$ cat config.mk
export PLATFORM = sky130hd
export DESIGN_NAME = touch_adc_read_average_calibrate_flat
export DESIGN_NICKNAME = d
export VERILOG_FILES = /design/src/rtl/tarc_pkg.sv /design/src/rtl/tarc_ifs.sv /design/src/rtl/tarc_divider.sv /design/src/rtl/tarc_sequencer.sv /design/src/rtl/touch_adc_read_average_calibrate.sv /design/src/flat_wrapper.sv
export SDC_FILE = /design/constraint.sdc
export NUM_CORES = 1
export LEC_CHECK = 0
export ABC_AREA = 1
export BUFFER_PORTS_ARGS = -buffer_cell sky130_fd_sc_hd__buf_4
export CELL_PAD_IN_SITES_DETAIL_PLACEMENT = 0
export CELL_PAD_IN_SITES_GLOBAL_PLACEMENT = 1
export CORE_UTILIZATION = 48
export DETAILED_ROUTE_END_ITERATION = 8
export HOLD_SLACK_MARGIN = 0.06
export MAX_ROUTING_LAYER = met4
export PLACE_DENSITY_LB_ADDON = 0.1
export SLEW_MARGIN = 20
export SYNTH_ARGS = -nofsm -noshare
export SYNTH_HDL_FRONTEND = slang
export SYNTH_SLANG_ARGS = --single-unit
$ cat constraint.sdc
create_clock -name clk -period 7.95 [get_ports clk]
set_clock_uncertainty 0.2 [all_clocks]
set_input_delay 1.1925 -clock clk [delete_from_list [all_inputs] [get_ports clk]]
set_output_delay 1.1925 -clock clk [all_outputs]
set_load 0.02 [all_outputs]
$ cat src/rtl/tarc_pkg.sv
`default_nettype none

package tarc_pkg;

    localparam int SAMPLES_AVERAGED = 5;
    localparam int TOTAL_READS      = 2 + 2 * SAMPLES_AVERAGED;
    localparam int READ_W           = $clog2(TOTAL_READS);
    localparam int SAMPLE_W         = 12;
    localparam int SPAN_W           = 10;
    localparam int SUM_W            = SAMPLE_W + $clog2(SAMPLES_AVERAGED + 1);
    localparam int PROD_W           = SAMPLE_W + SPAN_W;
    localparam int DIV_W            = PROD_W;
    localparam int CFG_IDX_W        = 3;
    localparam int CFG_DATA_W       = 12;
    localparam int PC_W             = 4;

    // sum / SAMPLES_AVERAGED as multiply by rounded-up reciprocal, exact for any sum
    localparam int RECIP_W          = SUM_W + 1;
    localparam int AVG_SHIFT        = SUM_W + $clog2(SAMPLES_AVERAGED);
    localparam int AVG_PROD_W       = SUM_W + RECIP_W;
    localparam logic [63:0] AVG_SCALE = 64'd1 << AVG_SHIFT;
    localparam logic [RECIP_W-1:0] AVG_RECIP =
        RECIP_W'((AVG_SCALE + 64'(SAMPLES_AVERAGED - 1)) / 64'(SAMPLES_AVERAGED));

    localparam logic [7:0] CMD_X  = 8'hD0;
    localparam logic [7:0] CMD_Y  = 8'h90;
    localparam logic [7:0] CMD_Z1 = 8'hB0;
    localparam logic [7:0] CMD_Z2 = 8'hC0;

    localparam logic [SAMPLE_W-1:0] RST_THRESHOLD = 12'd50;
    localparam logic [SAMPLE_W-1:0] RST_X_MIN     = 12'd460;
    localparam logic [SAMPLE_W-1:0] RST_X_MAX     = 12'd1730;
    localparam logic [SAMPLE_W-1:0] RST_Y_MIN     = 12'd265;
    localparam logic [SAMPLE_W-1:0] RST_Y_MAX     = 12'd1680;
    localparam logic [SPAN_W-1:0]   RST_X_SPAN    = 10'd239;
    localparam logic [SPAN_W-1:0]   RST_Y_SPAN    = 10'd319;

    typedef enum logic [CFG_IDX_W-1:0] {
        REG_THRESHOLD,
        REG_X_MIN,
        REG_X_MAX,
        REG_Y_MIN,
        REG_Y_MAX,
        REG_X_SPAN,
        REG_Y_SPAN
    } cfg_reg_t;

    typedef enum logic {
        ACT_START,
        ACT_XFER
    } action_t;

    typedef enum logic {
        KIND_TX,
        KIND_REPORT
    } kind_t;

    typedef enum logic [1:0] {
        ST_TOUCH,
        ST_NO_TOUCH,
        ST_OUTSIDE,
        ST_FAIL
    } status_t;

    typedef enum logic [2:0] {
        OP_WAIT,
        OP_DSTART,
        OP_DWAIT,
        OP_CLASSIFY,
        OP_MUL,
        OP_EMIT,
        OP_AVERAGE
    } op_t;

    typedef enum logic [1:0] {
        SEL_AVG_X,
        SEL_AVG_Y,
        SEL_COORD_X,
        SEL_COORD_Y
    } sel_t;

    typedef struct packed {
        op_t             op;
        sel_t            sel;
        logic [PC_W-1:0] target;
    } ctrl_t;

    typedef struct packed {
        logic reading_done;
        logic div_busy;
        logic not_touch;
        logic out_blocked;
    } cond_t;

    localparam logic [PC_W-1:0] PC_WAIT = PC_W'(0);
    localparam logic [PC_W-1:0] PC_EMIT = PC_W'(10);

    function automatic ctrl_t ucode(input logic [PC_W-1:0] pc);
        ctrl_t c;
        c = '{op: OP_WAIT, sel: SEL_AVG_X, target: PC_WAIT};
        case (pc)
            PC_W'(0):  c = '{op: OP_WAIT,     sel: SEL_AVG_X,   target: PC_W'(1)};
            PC_W'(1):  c = '{op: OP_AVERAGE,  sel: SEL_AVG_X,   target: PC_WAIT};
            PC_W'(2):  c = '{op: OP_AVERAGE,  sel: SEL_AVG_Y,   target: PC_WAIT};
            PC_W'(3):  c = '{op: OP_CLASSIFY, sel: SEL_AVG_X,   target: PC_EMIT};
            PC_W'(4):  c = '{op: OP_MUL,      sel: SEL_COORD_X, target: PC_WAIT};
            PC_W'(5):  c = '{op: OP_DSTART,   sel: SEL_COORD_X, target: PC_WAIT};
            PC_W'(6):  c = '{op: OP_DWAIT,    sel: SEL_COORD_X, target: PC_WAIT};
            PC_W'(7):  c = '{op: OP_MUL,      sel: SEL_COORD_Y, target: PC_WAIT};
            PC_W'(8):  c = '{op: OP_DSTART,   sel: SEL_COORD_Y, target: PC_WAIT};
            PC_W'(9):  c = '{op: OP_DWAIT,    sel: SEL_COORD_Y, target: PC_WAIT};
            PC_W'(10): c = '{op: OP_EMIT,     sel: SEL_AVG_X,   target: PC_WAIT};
            default:   c = '{op: OP_WAIT,     sel: SEL_AVG_X,   target: PC_W'(1)};
        endcase
        return c;
    endfunction

    function automatic logic [7:0] command_for(input logic [READ_W-1:0] r);
        logic [7:0] cmd;
        if (r == READ_W'(0)) begin
            cmd = CMD_Z1;
        end else if (r == READ_W'(1)) begin
            cmd = CMD_Z2;
        end else if (r < READ_W'(2 + SAMPLES_AVERAGED)) begin
            cmd = CMD_X;
        end else begin
            cmd = CMD_Y;
        end
        return cmd;
    endfunction

endpackage

`default_nettype wire

$ cat src/rtl/tarc_ifs.sv
`default_nettype none

interface tarc_item_if
    import tarc_pkg::*;
();
    logic       valid;
    logic       ready;
    logic       action;
    logic [7:0] rx_byte;
    logic       transfer_failed;

    modport source (output valid, action, rx_byte, transfer_failed, input ready);
    modport sink   (input valid, action, rx_byte, transfer_failed, output ready);
endinterface

interface tarc_result_if
    import tarc_pkg::*;
();
    logic                valid;
    logic                ready;
    logic                kind;
    logic [7:0]          tx_byte;
    logic [1:0]          status;
    logic [SPAN_W-1:0]   screen_x;
    logic [SPAN_W-1:0]   screen_y;
    logic [SAMPLE_W-1:0] raw_x;
    logic [SAMPLE_W-1:0] raw_y;
    logic [SAMPLE_W-1:0] raw_z1;
    logic [SAMPLE_W-1:0] raw_z2;

    modport source (output valid, kind, tx_byte, status, screen_x, screen_y,
                    raw_x, raw_y, raw_z1, raw_z2, input ready);
    modport sink   (input valid, kind, tx_byte, status, screen_x, screen_y,
                    raw_x, raw_y, raw_z1, raw_z2, output ready);
endinterface

`default_nettype wire

$ cat src/rtl/tarc_divider.sv
`default_nettype none

module tarc_divider
    import tarc_pkg::*;
(
    input  wire logic                clk,
    input  wire logic                rst_n,
    input  wire logic                start,
    input  wire logic [DIV_W-1:0]    dividend,
    input  wire logic [SAMPLE_W-1:0] divisor,
    output logic                     busy,
    output logic [DIV_W-1:0]         quotient
);
    localparam int CNT_W = $clog2(DIV_W + 1);

    logic                busy_reg, busy_next;
    logic [CNT_W-1:0]    cnt_reg, cnt_next;
    logic [DIV_W-1:0]    quo_reg, quo_next;
    logic [SAMPLE_W-1:0] rem_reg, rem_next;
    logic [SAMPLE_W-1:0] dvsr_reg, dvsr_next;
    logic [SAMPLE_W:0]   rem_shift;
    logic [SAMPLE_W:0]   diff;
    logic                fits;

    always_comb
    begin
        rem_shift = {rem_reg, quo_reg[DIV_W-1]};
        diff      = rem_shift - {1'b0, dvsr_reg};
        fits      = !diff[SAMPLE_W];
        busy_next = busy_reg;
        cnt_next  = cnt_reg;
        quo_next  = quo_reg;
        rem_next  = rem_reg;
        dvsr_next = dvsr_reg;
        if (start)
        begin
            busy_next = 1'b1;
            cnt_next  = CNT_W'(DIV_W);
            quo_next  = dividend;
            rem_next  = '0;
            dvsr_next = divisor;
        end
        else if (busy_reg)
        begin
            // one restoring step per cycle
            rem_next  = fits ? diff[SAMPLE_W-1:0] : rem_shift[SAMPLE_W-1:0];
            quo_next  = {quo_reg[DIV_W-2:0], fits};
            cnt_next  = cnt_reg - CNT_W'(1);
            busy_next = (cnt_reg != CNT_W'(1));
        end
    end

    always_ff @(posedge clk or negedge rst_n)
    begin
        if (!rst_n)
        begin
            busy_reg <= 1'b0;
            cnt_reg  <= '0;
            quo_reg  <= '0;
            rem_reg  <= '0;
            dvsr_reg <= '0;
        end
        else
        begin
            busy_reg <= busy_next;
            cnt_reg  <= cnt_next;
            quo_reg  <= quo_next;
            rem_reg  <= rem_next;
            dvsr_reg <= dvsr_next;
        end
    end

    assign busy     = busy_reg;
    assign quotient = quo_reg;

endmodule

`default_nettype wire

$ cat src/rtl/tarc_sequencer.sv
`default_nettype none

module tarc_sequencer
    import tarc_pkg::*;
(
    input  wire logic  clk,
    input  wire logic  rst_n,
    input  wire cond_t cond,
    output ctrl_t      ctrl
);
    logic [PC_W-1:0] pc_reg, pc_next;

    assign ctrl = ucode(pc_reg);

    always_comb
    begin
        pc_next = pc_reg + PC_W'(1);
        case (ctrl.op)
            OP_WAIT:     pc_next = cond.reading_done ? ctrl.target : pc_reg;
            OP_DWAIT:    pc_next = cond.div_busy ? pc_reg : pc_reg + PC_W'(1);
            OP_CLASSIFY: pc_next = cond.not_touch ? ctrl.target : pc_reg + PC_W'(1);
            OP_EMIT:     pc_next = cond.out_blocked ? pc_reg : ctrl.target;
            default:     pc_next = pc_reg + PC_W'(1);
        endcase
    end

    always_ff @(posedge clk or negedge rst_n)
    begin
        if (!rst_n)
        begin
            pc_reg <= PC_WAIT;
        end
        else
        begin
            pc_reg <= pc_next;
        end
    end

endmodule

`default_nettype wire

$ cat src/rtl/touch_adc_read_average_calibrate.sv
// Byte words: the next byte to send appears the cycle after the word is taken.
// Last byte of a reading: the report follows averaging, classification and,
// for a touch only, two scaling divisions. One word in flight.
// Averages come from a reciprocal multiply; screen scaling uses the restoring
// divider (one quotient bit per cycle; two divisions for a touch, else none).
// Reset (rst_n low, asynchronous): idle, registers at their default calibration.
`default_nettype none

module touch_adc_read_average_calibrate
    import tarc_pkg::*;
(
    input  wire logic                  clk,
    input  wire logic                  rst_n,
    tarc_item_if.sink                  item,
    tarc_result_if.source              result,
    input  wire logic                  cfg_we,
    input  wire logic [CFG_IDX_W-1:0]  cfg_index,
    input  wire logic [CFG_DATA_W-1:0] cfg_data
);
    ctrl_t ctrl;
    cond_t cond;

    logic [SAMPLE_W-1:0] thr_reg, xmin_reg, xmax_reg, ymin_reg, ymax_reg;
    logic [SPAN_W-1:0]   xspan_reg, yspan_reg;

    logic                busy_reg, busy_next;
    logic [READ_W-1:0]   read_reg, read_next;
    logic [1:0]          byte_reg, byte_next;
    logic [7:0]          high_reg, high_next;
    logic [SUM_W-1:0]    sum_x_reg, sum_x_next;
    logic [SUM_W-1:0]    sum_y_reg, sum_y_next;
    logic [SAMPLE_W-1:0] z1_reg, z1_next;
    logic [SAMPLE_W-1:0] z2_reg, z2_next;
    logic [SAMPLE_W-1:0] x_avg_reg, x_avg_next;
    logic [SAMPLE_W-1:0] y_avg_reg, y_avg_next;
    logic [PROD_W-1:0]   prod_reg, prod_next;
    logic [SPAN_W-1:0]   sx_reg, sx_next;
    logic [SPAN_W-1:0]   sy_reg, sy_next;
    logic [1:0]          status_reg, status_next;
    logic                div_zero_reg, div_zero_next;

    logic                out_valid_reg, out_valid_next;
    logic                out_kind_reg, out_kind_next;
    logic [7:0]          out_tx_reg, out_tx_next;
    logic [1:0]          out_status_reg, out_status_next;
    logic [SPAN_W-1:0]   out_sx_reg, out_sx_next;
    logic [SPAN_W-1:0]   out_sy_reg, out_sy_next;
    logic [SAMPLE_W-1:0] out_x_reg, out_x_next;
    logic [SAMPLE_W-1:0] out_y_reg, out_y_next;
    logic [SAMPLE_W-1:0] out_z1_reg, out_z1_next;
    logic [SAMPLE_W-1:0] out_z2_reg, out_z2_next;

    logic                  out_free;
    logic                  in_acc;
    logic [15:0]           word;
    logic [SAMPLE_W-1:0]   sample;
    logic [1:0]            class_status;
    logic                  emit_tx, emit_fail, emit_report;
    logic [7:0]            emit_byte;
    logic                  done;
    logic                  div_start, div_busy;
    logic [DIV_W-1:0]      dividend, quotient;
    logic [SAMPLE_W-1:0]   divisor;
    logic [SAMPLE_W-1:0]   mul_a;
    logic [SPAN_W-1:0]     mul_b;
    logic [AVG_PROD_W-1:0] avg_prod;

    assign out_free   = !out_valid_reg || result.ready;
    assign item.ready = (ctrl.op == OP_WAIT) && out_free;
    assign in_acc     = item.valid && item.ready;
    assign word       = {high_reg, item.rx_byte};
    assign sample     = word[15:4];

    always_comb
    begin
        if (z1_reg < thr_reg)
        begin
            class_status = ST_NO_TOUCH;
        end
        else if (x_avg_reg < xmin_reg || x_avg_reg > xmax_reg ||
                 y_avg_reg < ymin_reg || y_avg_reg > ymax_reg)
        begin
            class_status = ST_OUTSIDE;
        end
        else
        begin
            class_status = ST_TOUCH;
        end
    end

    tarc_sequencer u_seq (
        .clk   (clk),
        .rst_n (rst_n),
        .cond  (cond),
        .ctrl  (ctrl)
    );

    tarc_divider u_div (
        .clk      (clk),
        .rst_n    (rst_n),
        .start    (div_start),
        .dividend (dividend),
        .divisor  (divisor),
        .busy     (div_busy),
        .quotient (quotient)
    );

    assign cond.reading_done = done;
    assign cond.div_busy     = div_busy;
    assign cond.not_touch    = (class_status != ST_TOUCH);
    assign cond.out_blocked  = !out_free;

    always_comb
    begin
        busy_next     = busy_reg;
        read_next     = read_reg;
        byte_next     = byte_reg;
        high_next     = high_reg;
        sum_x_next    = sum_x_reg;
        sum_y_next    = sum_y_reg;
        z1_next       = z1_reg;
        z2_next       = z2_reg;
        x_avg_next    = x_avg_reg;
        y_avg_next    = y_avg_reg;
        prod_next     = prod_reg;
        sx_next       = sx_reg;
        sy_next       = sy_reg;
        status_next   = status_reg;
        emit_tx       = 1'b0;
        emit_fail     = 1'b0;
        emit_report   = 1'b0;
        emit_byte     = 8'd0;
        done          = 1'b0;
        div_start     = 1'b0;
        dividend      = '0;
        divisor       = '0;
        mul_a         = '0;
        mul_b         = '0;
        avg_prod      = '0;

        case (ctrl.op)
            OP_WAIT:
            begin
                if (in_acc)
                begin
                    if (item.action == ACT_START)
                    begin
                        busy_next  = 1'b1;
                        read_next  = '0;
                        byte_next  = 2'd0;
                        high_next  = 8'd0;
                        sum_x_next = '0;
                        sum_y_next = '0;
                        z1_next    = '0;
                        z2_next    = '0;
                        emit_tx    = 1'b1;
                        emit_byte  = command_for(READ_W'(0));
                    end
                    else if (busy_reg)
                    begin
                        if (item.transfer_failed)
                        begin
                            busy_next = 1'b0;
                            read_next = '0;
                            byte_next = 2'd0;
                            emit_fail = 1'b1;
                        end
                        else if (byte_reg == 2'd0)
                        begin
                            byte_next = 2'd1;
                            emit_tx   = 1'b1;
                        end
                        else if (byte_reg == 2'd1)
                        begin
                            high_next = item.rx_byte;
                            byte_next = 2'd2;
                            emit_tx   = 1'b1;
                        end
                        else
                        begin
                            byte_next = 2'd0;
                            if (read_reg == READ_W'(0))
                            begin
                                z1_next = sample;
                            end
                            else if (read_reg == READ_W'(1))
                            begin
                                z2_next = sample;
                            end
                            else if (read_reg < READ_W'(2 + SAMPLES_AVERAGED))
                            begin
                                sum_x_next = sum_x_reg + SUM_W'(sample);
                            end
                            else
                            begin
                                sum_y_next = sum_y_reg + SUM_W'(sample);
                            end
                            if (read_reg == READ_W'(TOTAL_READS - 1))
                            begin
                                busy_next = 1'b0;
                                read_next = '0;
                                done      = 1'b1;
                            end
                            else
                            begin
                                read_next = read_reg + READ_W'(1);
                                emit_tx   = 1'b1;
                                emit_byte = command_for(read_reg + READ_W'(1));
                            end
                        end
                    end
                end
            end
            OP_AVERAGE:
            begin
                if (ctrl.sel == SEL_AVG_Y)
                begin
                    avg_prod   = AVG_PROD_W'(sum_y_reg) * AVG_PROD_W'(AVG_RECIP);
                    y_avg_next = avg_prod[AVG_SHIFT +: SAMPLE_W];
                end
                else
                begin
                    avg_prod   = AVG_PROD_W'(sum_x_reg) * AVG_PROD_W'(AVG_RECIP);
                    x_avg_next = avg_prod[AVG_SHIFT +: SAMPLE_W];
                end
            end
            OP_DSTART:
            begin
                div_start = 1'b1;
                case (ctrl.sel)
                    SEL_COORD_X:
                    begin
                        dividend = prod_reg;
                        divisor  = xmax_reg - xmin_reg;
                    end
                    SEL_COORD_Y:
                    begin
                        dividend = prod_reg;
                        divisor  = ymax_reg - ymin_reg;
                    end
                    default:
                    begin
                        dividend = '0;
                        divisor  = '0;
                    end
                endcase
            end
            OP_DWAIT:
            begin
                if (!div_busy)
                begin
                    case (ctrl.sel)
                        SEL_COORD_X: sx_next = div_zero_reg ? '0 : quotient[SPAN_W-1:0];
                        SEL_COORD_Y: sy_next = div_zero_reg ? '0 : quotient[SPAN_W-1:0];
                        default:     ;
                    endcase
                end
            end
            OP_CLASSIFY:
            begin
                status_next = class_status;
                sx_next     = '0;
                sy_next     = '0;
            end
            OP_MUL:
            begin
                if (ctrl.sel == SEL_COORD_Y)
                begin
                    mul_a = ymax_reg - y_avg_reg;
                    mul_b = yspan_reg;
                end
                else
                begin
                    mul_a = x_avg_reg - xmin_reg;
                    mul_b = xspan_reg;
                end
                prod_next = PROD_W'(mul_a) * PROD_W'(mul_b);
            end
            OP_EMIT:
            begin
                emit_report = out_free;
            end
            default:
            begin
            end
        endcase
    end

    assign div_zero_next = div_start ? (divisor == '0) : div_zero_reg;

    always_comb
    begin
        out_valid_next  = out_valid_reg && !result.ready;
        out_kind_next   = out_kind_reg;
        out_tx_next     = out_tx_reg;
        out_status_next = out_status_reg;
        out_sx_next     = out_sx_reg;
        out_sy_next     = out_sy_reg;
        out_x_next      = out_x_reg;
        out_y_next      = out_y_reg;
        out_z1_next     = out_z1_reg;
        out_z2_next     = out_z2_reg;
        if (emit_tx || emit_fail || emit_report)
        begin
            out_valid_next  = 1'b1;
            out_kind_next   = emit_tx ? KIND_TX : KIND_REPORT;
            out_tx_next     = emit_tx ? emit_byte : 8'd0;
            out_status_next = emit_fail ? ST_FAIL : (emit_report ? status_reg : ST_TOUCH);
            out_sx_next     = emit_report ? sx_reg : '0;
            out_sy_next     = emit_report ? sy_reg : '0;
            out_x_next      = emit_report ? x_avg_reg : '0;
            out_y_next      = emit_report ? y_avg_reg : '0;
            out_z1_next     = emit_report ? z1_reg : '0;
            out_z2_next     = emit_report ? z2_reg : '0;
        end
    end

    always_ff @(posedge clk or negedge rst_n)
    begin
        if (!rst_n)
        begin
            thr_reg   <= RST_THRESHOLD;
            xmin_reg  <= RST_X_MIN;
            xmax_reg  <= RST_X_MAX;
            ymin_reg  <= RST_Y_MIN;
            ymax_reg  <= RST_Y_MAX;
            xspan_reg <= RST_X_SPAN;
            yspan_reg <= RST_Y_SPAN;
        end
        else if (cfg_we)
        begin
            case (cfg_reg_t'(cfg_index))
                REG_THRESHOLD: thr_reg   <= cfg_data;
                REG_X_MIN:     xmin_reg  <= cfg_data;
                REG_X_MAX:     xmax_reg  <= cfg_data;
                REG_Y_MIN:     ymin_reg  <= cfg_data;
                REG_Y_MAX:     ymax_reg  <= cfg_data;
                REG_X_SPAN:    xspan_reg <= cfg_data[SPAN_W-1:0];
                REG_Y_SPAN:    yspan_reg <= cfg_data[SPAN_W-1:0];
                default:       ;
            endcase
        end
    end

    always_ff @(posedge clk or negedge rst_n)
    begin
        if (!rst_n)
        begin
            busy_reg       <= 1'b0;
            read_reg       <= '0;
            byte_reg       <= 2'd0;
            high_reg       <= 8'd0;
            sum_x_reg      <= '0;
            sum_y_reg      <= '0;
            z1_reg         <= '0;
            z2_reg         <= '0;
            x_avg_reg      <= '0;
            y_avg_reg      <= '0;
            prod_reg       <= '0;
            sx_reg         <= '0;
            sy_reg         <= '0;
            status_reg     <= ST_TOUCH;
            div_zero_reg   <= 1'b0;
            out_valid_reg  <= 1'b0;
            out_kind_reg   <= KIND_TX;
            out_tx_reg     <= 8'd0;
            out_status_reg <= ST_TOUCH;
            out_sx_reg     <= '0;
            out_sy_reg     <= '0;
            out_x_reg      <= '0;
            out_y_reg      <= '0;
            out_z1_reg     <= '0;
            out_z2_reg     <= '0;
        end
        else
        begin
            busy_reg       <= busy_next;
            read_reg       <= read_next;
            byte_reg       <= byte_next;
            high_reg       <= high_next;
            sum_x_reg      <= sum_x_next;
            sum_y_reg      <= sum_y_next;
            z1_reg         <= z1_next;
            z2_reg         <= z2_next;
            x_avg_reg      <= x_avg_next;
            y_avg_reg      <= y_avg_next;
            prod_reg       <= prod_next;
            sx_reg         <= sx_next;
            sy_reg         <= sy_next;
            status_reg     <= status_next;
            div_zero_reg   <= div_zero_next;
            out_valid_reg  <= out_valid_next;
            out_kind_reg   <= out_kind_next;
            out_tx_reg     <= out_tx_next;
            out_status_reg <= out_status_next;
            out_sx_reg     <= out_sx_next;
            out_sy_reg     <= out_sy_next;
            out_x_reg      <= out_x_next;
            out_y_reg      <= out_y_next;
            out_z1_reg     <= out_z1_next;
            out_z2_reg     <= out_z2_next;
        end
    end

    assign result.valid    = out_valid_reg;
    assign result.kind     = out_kind_reg;
    assign result.tx_byte  = out_tx_reg;
    assign result.status   = out_status_reg;
    assign result.screen_x = out_sx_reg;
    assign result.screen_y = out_sy_reg;
    assign result.raw_x    = out_x_reg;
    assign result.raw_y    = out_y_reg;
    assign result.raw_z1   = out_z1_reg;
    assign result.raw_z2   = out_z2_reg;

endmodule

`default_nettype wire

$ cat src/flat_wrapper.sv
// flat-port wrapper written by rule: the top's interface ports become plain ports
module touch_adc_read_average_calibrate_flat import tarc_pkg::*;
  (clk, rst_n, cfg_we, cfg_index, cfg_data, item_valid, item_action, item_rx_byte, item_transfer_failed, item_ready, result_valid, result_kind, result_tx_byte, result_status, result_screen_x, result_screen_y, result_raw_x, result_raw_y, result_raw_z1, result_raw_z2, result_ready);
  tarc_item_if item_i ();
  tarc_result_if result_i ();
  input  wire logic clk;
  input  wire logic rst_n;
  input  wire logic cfg_we;
  input  wire logic [CFG_IDX_W-1:0] cfg_index;
  input  wire logic [CFG_DATA_W-1:0] cfg_data;
  input wire logic [$bits(item_i.valid)-1:0] item_valid;
  input wire logic [$bits(item_i.action)-1:0] item_action;
  input wire logic [$bits(item_i.rx_byte)-1:0] item_rx_byte;
  input wire logic [$bits(item_i.transfer_failed)-1:0] item_transfer_failed;
  output wire logic [$bits(item_i.ready)-1:0] item_ready;
  output wire logic [$bits(result_i.valid)-1:0] result_valid;
  output wire logic [$bits(result_i.kind)-1:0] result_kind;
  output wire logic [$bits(result_i.tx_byte)-1:0] result_tx_byte;
  output wire logic [$bits(result_i.status)-1:0] result_status;
  output wire logic [$bits(result_i.screen_x)-1:0] result_screen_x;
  output wire logic [$bits(result_i.screen_y)-1:0] result_screen_y;
  output wire logic [$bits(result_i.raw_x)-1:0] result_raw_x;
  output wire logic [$bits(result_i.raw_y)-1:0] result_raw_y;
  output wire logic [$bits(result_i.raw_z1)-1:0] result_raw_z1;
  output wire logic [$bits(result_i.raw_z2)-1:0] result_raw_z2;
  input wire logic [$bits(result_i.ready)-1:0] result_ready;
  assign item_i.valid = item_valid;
  assign item_i.action = item_action;
  assign item_i.rx_byte = item_rx_byte;
  assign item_i.transfer_failed = item_transfer_failed;
  assign item_ready = item_i.ready;
  assign result_valid = result_i.valid;
  assign result_kind = result_i.kind;
  assign result_tx_byte = result_i.tx_byte;
  assign result_status = result_i.status;
  assign result_screen_x = result_i.screen_x;
  assign result_screen_y = result_i.screen_y;
  assign result_raw_x = result_i.raw_x;
  assign result_raw_y = result_i.raw_y;
  assign result_raw_z1 = result_i.raw_z1;
  assign result_raw_z2 = result_i.raw_z2;
  assign result_i.ready = result_ready;
  touch_adc_read_average_calibrate u_core (.clk(clk), .rst_n(rst_n), .item(item_i), .result(result_i), .cfg_we(cfg_we), .cfg_index(cfg_index), .cfg_data(cfg_data));
endmodule
# After elaboration in Yosys (flattened, before gate mapping)
# Memory sizes are Yosys's and may differ from the RTL's.
# Cells that the tools add are included.
# op_classes
n_eq_ne	38
mul	3
muxes	121
order_cmp	7
reduce_logical	42
n_addsub	10
bitwise	1
# ops
op	n
$mux W12	23
$mux W15	16
$mux W8	16
$mux W10	9
$mux W22	4
$mul A15 B16 Y30 const B	2
$sub A12 B12 Y12	4
$mux W4	10
$pmux W10 S2	2
$lt A12 B12 Y1	3
$add A15 B12 Y15	2
$mux W1	27
$gt A12 B12 Y1	2
$pmux W12 S2	1
$mul A12 B10 Y22	1
$reduce_and A2 Y1	10
$eq A3 B3 Y1 const B	6
$mux W2	9
$reduce_and A9 Y1	2
$ne A2 B1 Y1 const B	8
$ne A2 B2 Y1 const B	8
$pmux W4 S4	1
$sub A13 B12 Y13	1
$eq A3 B2 Y1 const B	4
27 further kinds	51
# totals
rom_bits	128
out_inout_bits	81
wordCells	261
ff_bits	354
input_bits	30
mem_count	1
# mem_list
name	depth	width	read_ports	rd_ports_with_merged_regs	write_ports	line	rtl
(no name shown)	16	8	1	0	0	tarc_pkg.sv:101	case (pc)

# Depth between registers and ports, before layout
# Gate-level depths: netlist (run 1).
# logic_depth
depth_word	14
depth_mapped	32
depth_no_buf	32

# Cells and area by module
# A second synthesis (run 1) with hierarchy kept.
# unflattened
cells_unflattened	4108
hier_area_um2	32134.6
# modules_own_cells
module	cells_each	area_each_um2	instances	seq_area_each_um2
touch_adc_read_average_calibrate	3610	28285.9	1	7399.6
tarc_divider	391	3086.7	1	1301.2
tarc_sequencer	107	762.0	1	100.1

# Least setup slack after synthesis (run 1)
# OpenSTA, ideal clock, no wires.
# synth_timing
kind	register -> register
start	register u_core.xmin_reg[2]
end	register u_core.prod_reg[17]
stages_incl_launch_ff	29
setup_ps	118
period_less_slack_ps	6393
required_time_ps	7632
arrival_time_ps	6075
path_buffers	0
slack_ps	1557
path_cell_list	dfstp_2 > inv_1 > ha_1 > a21oi_1 > o21ai_0 > a31oi_1 > nor2_1 > o21ai_0 > nand2_1 > nand2_1 > nand2_1 > inv_1 > nand2_1 > fa_1 > inv_1 > fa_1 > fa_1 > fa_1 > inv_1 > fa_1 > inv_1 > ha_1 > a21o_1 > a21boi_0 > a21boi_0 > o21bai_1 > or2_2 > nand3_1 > nand2_1
# synth_between
elab_chain_cells	4
# synth_rtl
element	line	rtl
start, declared	touch_adc_read_average_calibrate.sv:23	logic [SAMPLE_W-1:0] thr_reg, xmin_reg, xmax_reg, ymin_reg, ymax_reg;
start signal, assigned	touch_adc_read_average_calibrate.sv:334	REG_X_MIN: xmin_reg <= cfg_data;
$sub A12 B12 Y12	touch_adc_read_average_calibrate.sv:274	mul_a = x_avg_reg - xmin_reg;
$mux W12	touch_adc_read_average_calibrate.sv:267	if (ctrl.sel == SEL_COORD_Y)
$mux W12	touch_adc_read_average_calibrate.sv:141	case (ctrl.op)
$mul A12 B10 Y22	touch_adc_read_average_calibrate.sv:277	prod_next = PROD_W'(mul_a) * PROD_W'(mul_b);
end signal, assigned	touch_adc_read_average_calibrate.sv:387	prod_reg <= prod_next;
end, declared	touch_adc_read_average_calibrate.sv:36	logic [PROD_W-1:0] prod_reg, prod_next;
# No other way between the ends. The select of a mux whose other input is x is not followed.
# A chain may end at the register's enable or synchronous reset.

# Final worst setup path (run 1)
# layout_timing
start	register u_core.y_avg_reg[0]
end	register u_core.prod_reg[16]
# layout_between
elab_chain_cells	4
# layout_rtl
element	line	rtl
start, declared	touch_adc_read_average_calibrate.sv:35	logic [SAMPLE_W-1:0] y_avg_reg, y_avg_next;
start signal, assigned	touch_adc_read_average_calibrate.sv:386	y_avg_reg <= y_avg_next;
$sub A12 B12 Y12	touch_adc_read_average_calibrate.sv:269	mul_a = ymax_reg - y_avg_reg;
$mux W12	touch_adc_read_average_calibrate.sv:267	
$mux W12	touch_adc_read_average_calibrate.sv:141	
$mul A12 B10 Y22	touch_adc_read_average_calibrate.sv:277	
# No other way between the ends. The select of a mux whose other input is x is not followed.

==> reports/results.ini, run 1 <==
[routing]
viasPerCell=5.16
via_count=25700
wirelength_um=86500
ant_nets=0
route.detailed.drc=0
drtPass1Iterations=6
drt_iter0_drc=1891
wl_per_cell_um=17.4

[grt]
grt_pass1_vias=25900
grt_max_degree=132
grt_antenna_before_repair=1
track_usage_pct=28.1
gr-total-overflow=0
grt_pass1_wl_um=143000

[setup_path]
crit_fanout=6
cp_data_required_time_ps=8240
start_kind=register
crit_path_start=u_core.y_avg_reg[0]
endpoint_kind=register
crit_type=register to register
arrival_ps=7530
r2r-start=u_core.y_avg_reg[0]

[sta]
fmax_mhz=138
rsz0062_at_grt=false
tightest_slew_ps=1130
slew_violations=0
fin_setup_tns_ps=0
worst_hold_slack_ps=269
relSlewSlack_pct=23.6
finalCriticalPeriod_ps=7240
setup_viol=0
post-route-period-util_pct=91.0
hold_violations=0

[die]
num_rows=93
io_pins=111
fp.dieW_um=258
coreArea_sq_um=64600
fp.dieH_um=258
start_util_pct=48.7
dieArea_sq_um=66500

[cells_and_area]
areaGrowthSynthToFinish_pct=10.1
mostFrequentLayoutCells=1051 x nand2_1, 694 x inv_1, 404 x ha_1
final_common_cell=nand2_1
layout-drive-gt1-share_pct=6.91
num-nets-final=4725
n_antenna_cell=0

[yosys]
syn_area_per_cell_sq_um=7.86
synth_cell_types=58
yosys_most_used_dff=dfrtp_1
ys_seq_area_share_pct=28.0
yosysWarnings=0
synthArstFlopShare_pct=100
synthCells=3998
syn_area_sq_um=31400
synth_edf_count=0
ys_seq_elements=350

[hold_path]
min_path_type=register to register
min_from=u_core.sx_reg[4]

[clocking]
cts_tree=built
clock_latency_ps=600
cts_buffers=43
holdBufCountCts=0
ctsRootBufferMaster=clkbuf_16
clockBufferDepth=3
cts_setup_buffers=0
clkTransAtPathRegs_ps=60
clkSinkCount=350
h-tree-depth=2
cts_resized=0

[place]
gp_congestion=0.920
io_buffers=106
dp.final_hpwl_um=70100

[flow_run]
cap_violations=0

[status]
status=finished, final reports clean

==> final timing paths <==
path | end | slack [ps] | cells after the start
max in group asynchronous | u_core.u_div.cnt_reg[4] | 5660 | 2
max reg2reg | u_core.prod_reg[16] | 710 | 23
min in group asynchronous | u_core.sum_y_reg[4] | 470 | 1
max | u_core.prod_reg[16] | 710 | 23
min | u_core.result.screen_x[4] | 270 | 2
min reg2reg | u_core.result.screen_x[4] | 270 | 2
==> synth_stat cells (4+ instances only) <==
| cell | number | area (sq um) |
|---|---|---|
| o21ai_0 | 320 | 1600 |
| o31ai_1 | 6 | 45.0 |
| clkbuf_1 | 48 | 180 |
| clkinv_1 | 6 | 22.5 |
| nand3b_1 | 6 | 45.0 |
| nor2_1 | 243 | 912 |
| dfrtp_1 | 316 | 7910 |
| dfstp_2 | 34 | 893 |
| or2_2 | 26 | 163 |
| buf_6 | 7 | 78.8 |
| o21bai_1 | 21 | 158 |
| o21ai_1 | 13 | 65.1 |
| a21o_1 | 18 | 135 |
| nor3_4 | 4 | 65.1 |
| ha_1 | 404 | 5050 |
| o211ai_1 | 11 | 82.6 |
| nor3_1 | 16 | 80.1 |
| nor3b_1 | 6 | 45.0 |
| nand4_1 | 37 | 231 |
| xnor2_1 | 28 | 245 |
| buf_2 | 12 | 60.1 |
| buf_4 | 6 | 45.0 |
| fa_1 | 203 | 4060 |
| o221ai_1 | 19 | 166 |
| nand3_1 | 165 | 826 |
| a21boi_0 | 7 | 52.6 |
| inv_1 | 694 | 2610 |
| a31oi_1 | 17 | 106 |
| a21oi_1 | 168 | 841 |
| xor2_1 | 37 | 324 |
| inv_2 | 5 | 18.8 |
| nand2_1 | 1051 | 3950 |
==> logic make-up (layout without fill, tap and decap cells) <==
| logic type | Yosys count | count (layout) | share of synthesized area [%] |
|---|---|---|---|
| buffers and inverters | 782 | 904 | 9.63 |
| DFF | 350 | 350 | 28.0 |
| AOI/OAI and AO/OA | 621 | 621 | 11.0 |
| and+or+nand+nor | 1572 | 1572 | 20.6 |
| other | 1 | 4 | 0.0119 |
| adders and majority gates | 607 | 607 | 29.0 |
| xor gates and xnor gates | 65 | 65 | 1.81 |
==> area by class of cell <==
class | instances | area [sq um]
flip-flops and latches | 350 | 8800
multi-input cells | 2869 | 19600
fillers | 6356 | 30000
clock inverters | 24 | 359
clock buffers | 56 | 1180
inverters | 706 | 2650
repair buffers | 118 | 906
well taps | 855 | 1070
==> metrics by stage <==
stage | util [%] | instances | worst slack [ps] | cell area, sq um
detailed placement | 51.2 | 4898 | 806 | 33100
CTS | 53.6 | 4978 | 845 | 34600
floorplan | - | 4001 | 1560 | 31500
finish | 53.6 | 4978 | 712 | 34600
global route | 53.6 | 4978 | 295 | 34600
global placement | 51.2 | 4898 | 816 | 33100
==> metal layers <==
| metal | track usage (%) | share of wire [%] | vias to the layer above |
|---|---|---|---|
| met4 | 6.46 | 2.3 | 0 |
| met5 | - | 0 | - |
| li1 | - | - | 12900 |
| met2 | 41.7 | 43 | 573 |
| met1 | 40.9 | 50 | 12100 |
| met3 | 3.35 | 5.2 | 108 |
==> worst max-delay path, cell delays in order (launching register included) <==
cell and delay [ps]:
dfrtp_1 420, ha_1 250, fa_1 430, xnor2_1 450, o21ai_0 530, inv_1 340, nand2_1 110, fa_1 450
fa_1 540, inv_1 40, ha_1 290, fa_1 490, inv_1 50, fa_1 470, inv_1 40, ha_1 360
nand2_1 90, nor3_1 370, a21oi_1 230, o21ai_0 420, a21oi_1 150, or2_2 300, nand3_1 70, nand2_1 50
Power of run 1 is not shown: default switching activity piles up to over one toggle a cycle in this logic, so the estimate is an artifact.
==> run 2, diff against run 1 <==
--- a/config.mk
+++ b/config.mk
@@ -5,15 +5,15 @@
 export SDC_FILE = /design/constraint.sdc
 export NUM_CORES = 1
 export LEC_CHECK = 0
-export ABC_AREA = 1
 export BUFFER_PORTS_ARGS = -buffer_cell sky130_fd_sc_hd__buf_4
 export CELL_PAD_IN_SITES_DETAIL_PLACEMENT = 0
 export CELL_PAD_IN_SITES_GLOBAL_PLACEMENT = 1
-export CORE_UTILIZATION = 48
+export CORE_UTILIZATION = 45
 export DETAILED_ROUTE_END_ITERATION = 8
 export HOLD_SLACK_MARGIN = 0.06
 export MAX_ROUTING_LAYER = met4
 export PLACE_DENSITY_LB_ADDON = 0.1
+export SETUP_SLACK_MARGIN = 0.05
 export SLEW_MARGIN = 20
 export SYNTH_ARGS = -nofsm -noshare
 export SYNTH_HDL_FRONTEND = slang
==> run 2 against run 1 <==
Against the previous run: synthesized area fell by 6.0%; fmax is 2.6% lower; worst hold slack gained 9.4 ps; wire length shrank 9.8%; via count is 16% lower; global-route usage is 3.4 points lower; critical path depth grew 5; sequential cell count did not move; non-clock buffer count rose by 22; register-to-register slack got worse by 190 ps; critical path type unchanged; critical endpoint is now u_core.prod_reg[21].
==> reports/results.ini, run 2 <==
[yosys]
yosys_most_used_dff=dfrtp_1
synth.most_common_cell=inv_1
ys_seq_elements=350  ; unchanged
yosysWarnings=0  ; unchanged
synthArstFlopShare_pct=100  ; unchanged
yosysTopAreaCell=dfrtp_1
synthCells=3069  ; -23%
synth_area_leaders=dfrtp_1 27%, ha_1 17%, fa_1 14%
synth.top_cell.area_share_pct=26.8  ; +1.6 points
syn_area_sq_um=29500  ; -6.0%
synth_cell_types=83  ; +43%
ys_seq_area_share_pct=29.8  ; +1.8 points
synth_edf_count=0  ; unchanged
synthTopCellsByCount=439 x inv_1, 404 x ha_1, 335 x nand2_1
syn_area_per_cell_sq_um=9.63  ; +22%

[grt]
grt_pass1_vias=22700  ; -12%
grt_antenna_before_repair=2  ; +1
grt_pass1_wl_um=126000  ; -12%
grt_max_degree=153  ; +16%
track_usage_pct=24.6  ; -3.4 points
gr-total-overflow=0  ; unchanged

[routing]
drtPass1Iterations=5  ; -1
drt_iter0_drc=1200  ; -37%
wl_per_cell_um=19.2  ; +11%
wirelength_um=78000  ; -9.8%
routed-wl-met2_um=38800  ; +5.1%
route.detailed.drc=0  ; unchanged
wl_met3_um=2340  ; -48%
ant_nets=0  ; unchanged
drt-met1-wl_um=35200  ; -18%
viasPerCell=5.35  ; +3.7%
routed.top_layer=met4
via_count=21700  ; -16%

[cells_and_area]
final_common_cell=inv_1
areaGrowthSynthToFinish_pct=10.8
layout-drive-gt1-share_pct=10.7  ; +3.8 points
final_util_pct=50.6  ; -3.0 points
num-nets-final=3802  ; -20%
mostFrequentLayoutCells=439 x inv_1, 404 x ha_1, 335 x nand2_1

[clocking]
cts_buffers=41  ; -4.7%
clkTransAtPathRegs_ps=60  ; about the same
cts_tree=built
cts_setup_buffers=0  ; unchanged
h-tree-depth=2  ; unchanged
ctsRootBufferMaster=clkbuf_16
clkSinkCount=350  ; unchanged
clockBufferDepth=3  ; unchanged
clock_latency_ps=570  ; -30 ps

[setup_path]
crit_type=register to register
crit_fanout=5  ; -1
start_kind=register
arrival_ps=7660  ; +130 ps
crit_slowest_cell=fa_1
r2r_cells=28  ; +22%
endpoint_kind=register
critPathMaxStageDelay_ps=560  ; +20 ps
cp_data_required_time_ps=8180  ; -60 ps
cp_common_cell=fa_1

[place]
dp.final_hpwl_um=62300  ; -11%
io_buffers=106  ; unchanged
gp_congestion=0.895  ; -2.6%

[sta]
post-route-period-util_pct=93.5  ; +2.4 points
rsz0062_at_grt=false
hold_violations=0  ; unchanged
setup_viol=0  ; unchanged
fin_setup_tns_ps=0  ; unchanged
slew_violations=0  ; unchanged
relSlewSlack_pct=28.3  ; +4.8 points
finalCriticalPeriod_ps=7430  ; +192 ps
fmax_mhz=135  ; -2.6%
tightest_slew_ps=1070  ; -64.1 ps

[status]
status=finished, final reports clean

[die]
start_util_pct=45.7  ; -3.0 points
num_rows=93  ; unchanged
coreArea_sq_um=64700  ; +0.18%
fp.dieH_um=258  ; +0.12%
fp.dieW_um=258  ; +0.12%
io_pins=111  ; unchanged
dieArea_sq_um=66700  ; +0.24%

[hold_path]
holdPathStages=2  ; unchanged
min_path_type=register to register

[flow_run]
cap_violations=0  ; unchanged

-- run 2: changes by cell type after synthesis, sizes merged, moves of 43 or more --
cell / before / now
o21ai: 337 / 251
nand3: 166 / 41
mux2: 0 / 56
a22o: 0 / 83
nand2: 1057 / 335
nor2: 247 / 147
a21oi: 169 / 115
mux2i: 0 / 43
inv: 700 / 440
xnor2: 28 / 74
-- run 2: routing by layer --
metal  vias to the layer above  track usage [%]
li1                      10600                -
met1                     10700             31.4
met2                       274             42.1
met3                        86             2.89
met4                         0             5.24
met5                         -                -
-- run 2: logic make-up (layout without fill, tap and decap cells) --
kind of cell | after synthesis | after routing | synth area share [%]
other cells | 1 | 6 | 0.0127
mux | 99 | 99 | 3.63
fa+ha+maj | 607 | 607 | 30.9
buf+inv | 530 | 655 | 7.06
flops | 350 | 350 | 29.8
simple gates | 700 | 700 | 10.7
xor+xnor | 116 | 116 | 3.44
compound gates | 666 | 666 | 14.5
-- run 2: what timing repair did --
item                                    CTS  global route
endpoints found under the setup margin    0             3
hold buffers                              0             0
resized for setup                         0             8
-- run 2: final timing paths --
path | startpoint | to | slack (ps)
worst max-delay path | u_core.x_avg_reg[0] | u_core.prod_reg[21] | 520
worst min-delay path | u_core.prod_reg[20] | u_core.prod_reg[20] | 280
worst max register to register | u_core.x_avg_reg[0] | u_core.prod_reg[21] | 520
worst min register to register | u_core.prod_reg[20] | u_core.prod_reg[20] | 280
max in group asynchronous | rst_n | u_core.sum_y_reg[7] | 5780
min in group asynchronous | rst_n | u_core.sx_reg[7] | 420
-- run 2: final cells by class --
cell class	instances	area, sq um
clock inverter	15	189
inverter	440	1650
fill	6102	32000
clock buffer	60	1170
multi-input combinational	2192	18800
sequential	350	8800
timing repair buffer	140	1080
tap	855	1070
antenna	2	5.00
-- run 2: critical path, delay by kind of cell (launching register included) --
family	cells	cell delay [ps]
simple gates	1	110
compound gates	13	2680
fa+ha+maj	8	3380
buf+inv	4	270
flops	1	400
xor+xnor	2	240
-- run 2: metrics by stage --
stage | worst slack (ps) | instance area, sq um | instances | hold slack, ps
2_1_floorplan | 754 | 29600 | 3072 | 244
3_3_place_gp | 375 | 31300 | 3977 | 259
3_5_place_dp | 190 | 31300 | 3977 | 266
4_1_cts | 167 | 32700 | 4052 | 282
5_1_grt | 97.7 | 32700 | 4054 | 293
6_report | 520 | 32700 | 4054 | 278
Power of run 2 is left out for the same reason.
==> run 3, diff against run 2 <==
--- a/config.mk
+++ b/config.mk
@@ -11,7 +11,6 @@
 export CORE_UTILIZATION = 45
 export DETAILED_ROUTE_END_ITERATION = 8
 export HOLD_SLACK_MARGIN = 0.06
-export MAX_ROUTING_LAYER = met4
 export PLACE_DENSITY_LB_ADDON = 0.1
 export SETUP_SLACK_MARGIN = 0.05
 export SLEW_MARGIN = 20
==> run 3 against run 2 <==
Against the previous run: sequential cell count unchanged; worst setup slack better by 67 ps; via count up 0.46%; critical endpoint is now u_core.prod_reg[19]; highest routed layer is now met5.
==> reports/results.ini, run 3 (synthesis results as in run 2) <==
[setup_path]
r2r_end=u_core.prod_reg[19]
cp_data_required_time_ps=8190  ; about the same
crit_family=adder cells
arrival_ps=7600  ; -60 ps
crit_fanout=5  ; unchanged
path_depth=30  ; +7.1%
cp_common_cell=fa_1
reg2reg_slack_ps=590  ; +70 ps
crit_type=register to register
start_kind=register
r2r-start=u_core.x_avg_reg[0]
path_buf_inv=5  ; +1
crit_slowest_cell=fa_1
r2r_cells=30  ; +7.1%
critPathMaxStageDelay_ps=560  ; about the same
endpoint_kind=register

[cells_and_area]
num-nets-final=3808  ; +0.16%
final_util_pct=50.8  ; +0.23 points
final_cells=4059  ; +0.12%
n_antenna_cell=0  ; -2
layout-drive-gt1-share_pct=11.2  ; +0.44 points
n_fill_cell=6129  ; +0.44%
final_common_cell=inv_1
mostFrequentLayoutCells=439 x inv_1, 404 x ha_1, 335 x nand2_1
areaGrowthSynthToFinish_pct=11.3

[routing]
via_count=21800  ; +0.46%
viasPerCell=5.37  ; +0.34%
ant_nets=0  ; unchanged
drt_iter0_drc=1005  ; -16%
route.detailed.drc=0  ; unchanged
wl_per_cell_um=19.1  ; -0.83%
wirelength_um=77500  ; -0.71%
drtPass1Iterations=5  ; unchanged

[place]
dp.final_hpwl_um=61700  ; -0.84%
io_buffers=106  ; unchanged
gp_congestion=0.888  ; -0.79%
dp_cells=3981  ; +0.10%

[hold_path]
min_from=u_core.u_div.dvsr_reg[5]
holdPathEnd=u_core.u_div.dvsr_reg[5]
min_path_type=register to register
holdPathStages=1  ; -1

[clocking]
clkSinkCount=350  ; unchanged
ctsRootBufferMaster=clkbuf_16
cts_tree=built
holdBufCountCts=0  ; unchanged
cts_buffers=43  ; +4.9%
cts_setup_buffers=0  ; unchanged
clkTransAtPathRegs_ps=60  ; about the same
h-tree-depth=2  ; unchanged
clockBufferDepth=3  ; unchanged
clock_latency_ps=590  ; +20 ps
cts_resized=0  ; unchanged

[sta]
tightest_slew_ps=1100  ; +26.1 ps
finalCriticalPeriod_ps=7360  ; -67.1 ps
fin_setup_tns_ps=0  ; unchanged
setup_viol=0  ; unchanged
fmax_mhz=136  ; +0.91%
slew_violations=0  ; unchanged
relSlewSlack_pct=26.6  ; -1.7 points
hold_violations=0  ; unchanged
worst_hold_slack_ps=281  ; +2.70 ps
post-route-period-util_pct=92.6  ; -0.84 points
rsz0062_at_grt=false

[grt]
grt_pass1_vias=22700  ; +0.040%
gr-total-overflow=0  ; unchanged
grt_pass1_wl_um=125000  ; -0.91%
track_usage_pct=23.7  ; -0.94 points
grt_antenna_before_repair=2  ; unchanged
grt_max_degree=95  ; -38%

[die]
fp.dieW_um=258  ; unchanged
coreArea_sq_um=64700  ; unchanged
io_pins=111  ; unchanged
dieArea_sq_um=66700  ; unchanged
start_util_pct=45.7  ; unchanged
num_rows=93  ; unchanged
fp.dieH_um=258  ; unchanged

[flow_run]
cap_violations=0  ; unchanged

[status]
status=finished, final reports clean

## run 3: worst max path at each step
stage,start,end,slack (ps)
final,u_core.x_avg_reg[0],u_core.prod_reg[19],590
after global routing,u_core.x_avg_reg[0],u_core.prod_reg[21],90
after CTS,u_core.x_avg_reg[1],u_core.prod_reg[21],220
after detailed placement,u_core.x_avg_reg[0],u_core.prod_reg[21],260
after global placement,u_core.x_avg_reg[0],u_core.prod_reg[21],380
after floorplan,u_core.x_avg_reg[0],u_core.prod_reg[21],750
## run 3: layout make-up
class                           instances  area (sq um)  share of cell area, %
Timing Repair Buffer                  144          1090                   3.31
Tap cell                              855          1070                   3.25
Clock buffer                           55          1220                   3.72
Multi-Input combinational cell       2192         18800                   57.1
Clock inverter                         23           287                  0.871
Inverter                              440          1650                   5.02
Sequential cell                       350          8800                   26.8
## run 3: layer usage
layer / track usage (%) / vias to the layer above / share of wire [%]
li1: - / 10600 / -
met1: 30.4 / 10800 / 45
met2: 40.9 / 328 / 49
met3: 3.33 / 116 / 3.4
met4: 7.89 / 4 / 3.4
met5: 0 / - / 0.035
## run 3: metrics by stage
step                cell area (sq um)  setup slack (ps)
CTS                             32900               218
finish                          32900               587
floorplan                       29600               754
global route                    32900              89.7
detailed placement              31300               256
global placement                31300               375
## run 3: worst reg2reg max path: cells and delay by family (launching register included)
kind	cells	cell delay, ps
buf+inv	5	310
flops	1	400
simple gates	1	110
fa+ha+maj	8	3400
compound gates	14	2510
xor+xnor	2	340
Power of run 3 is left out for the same reason.
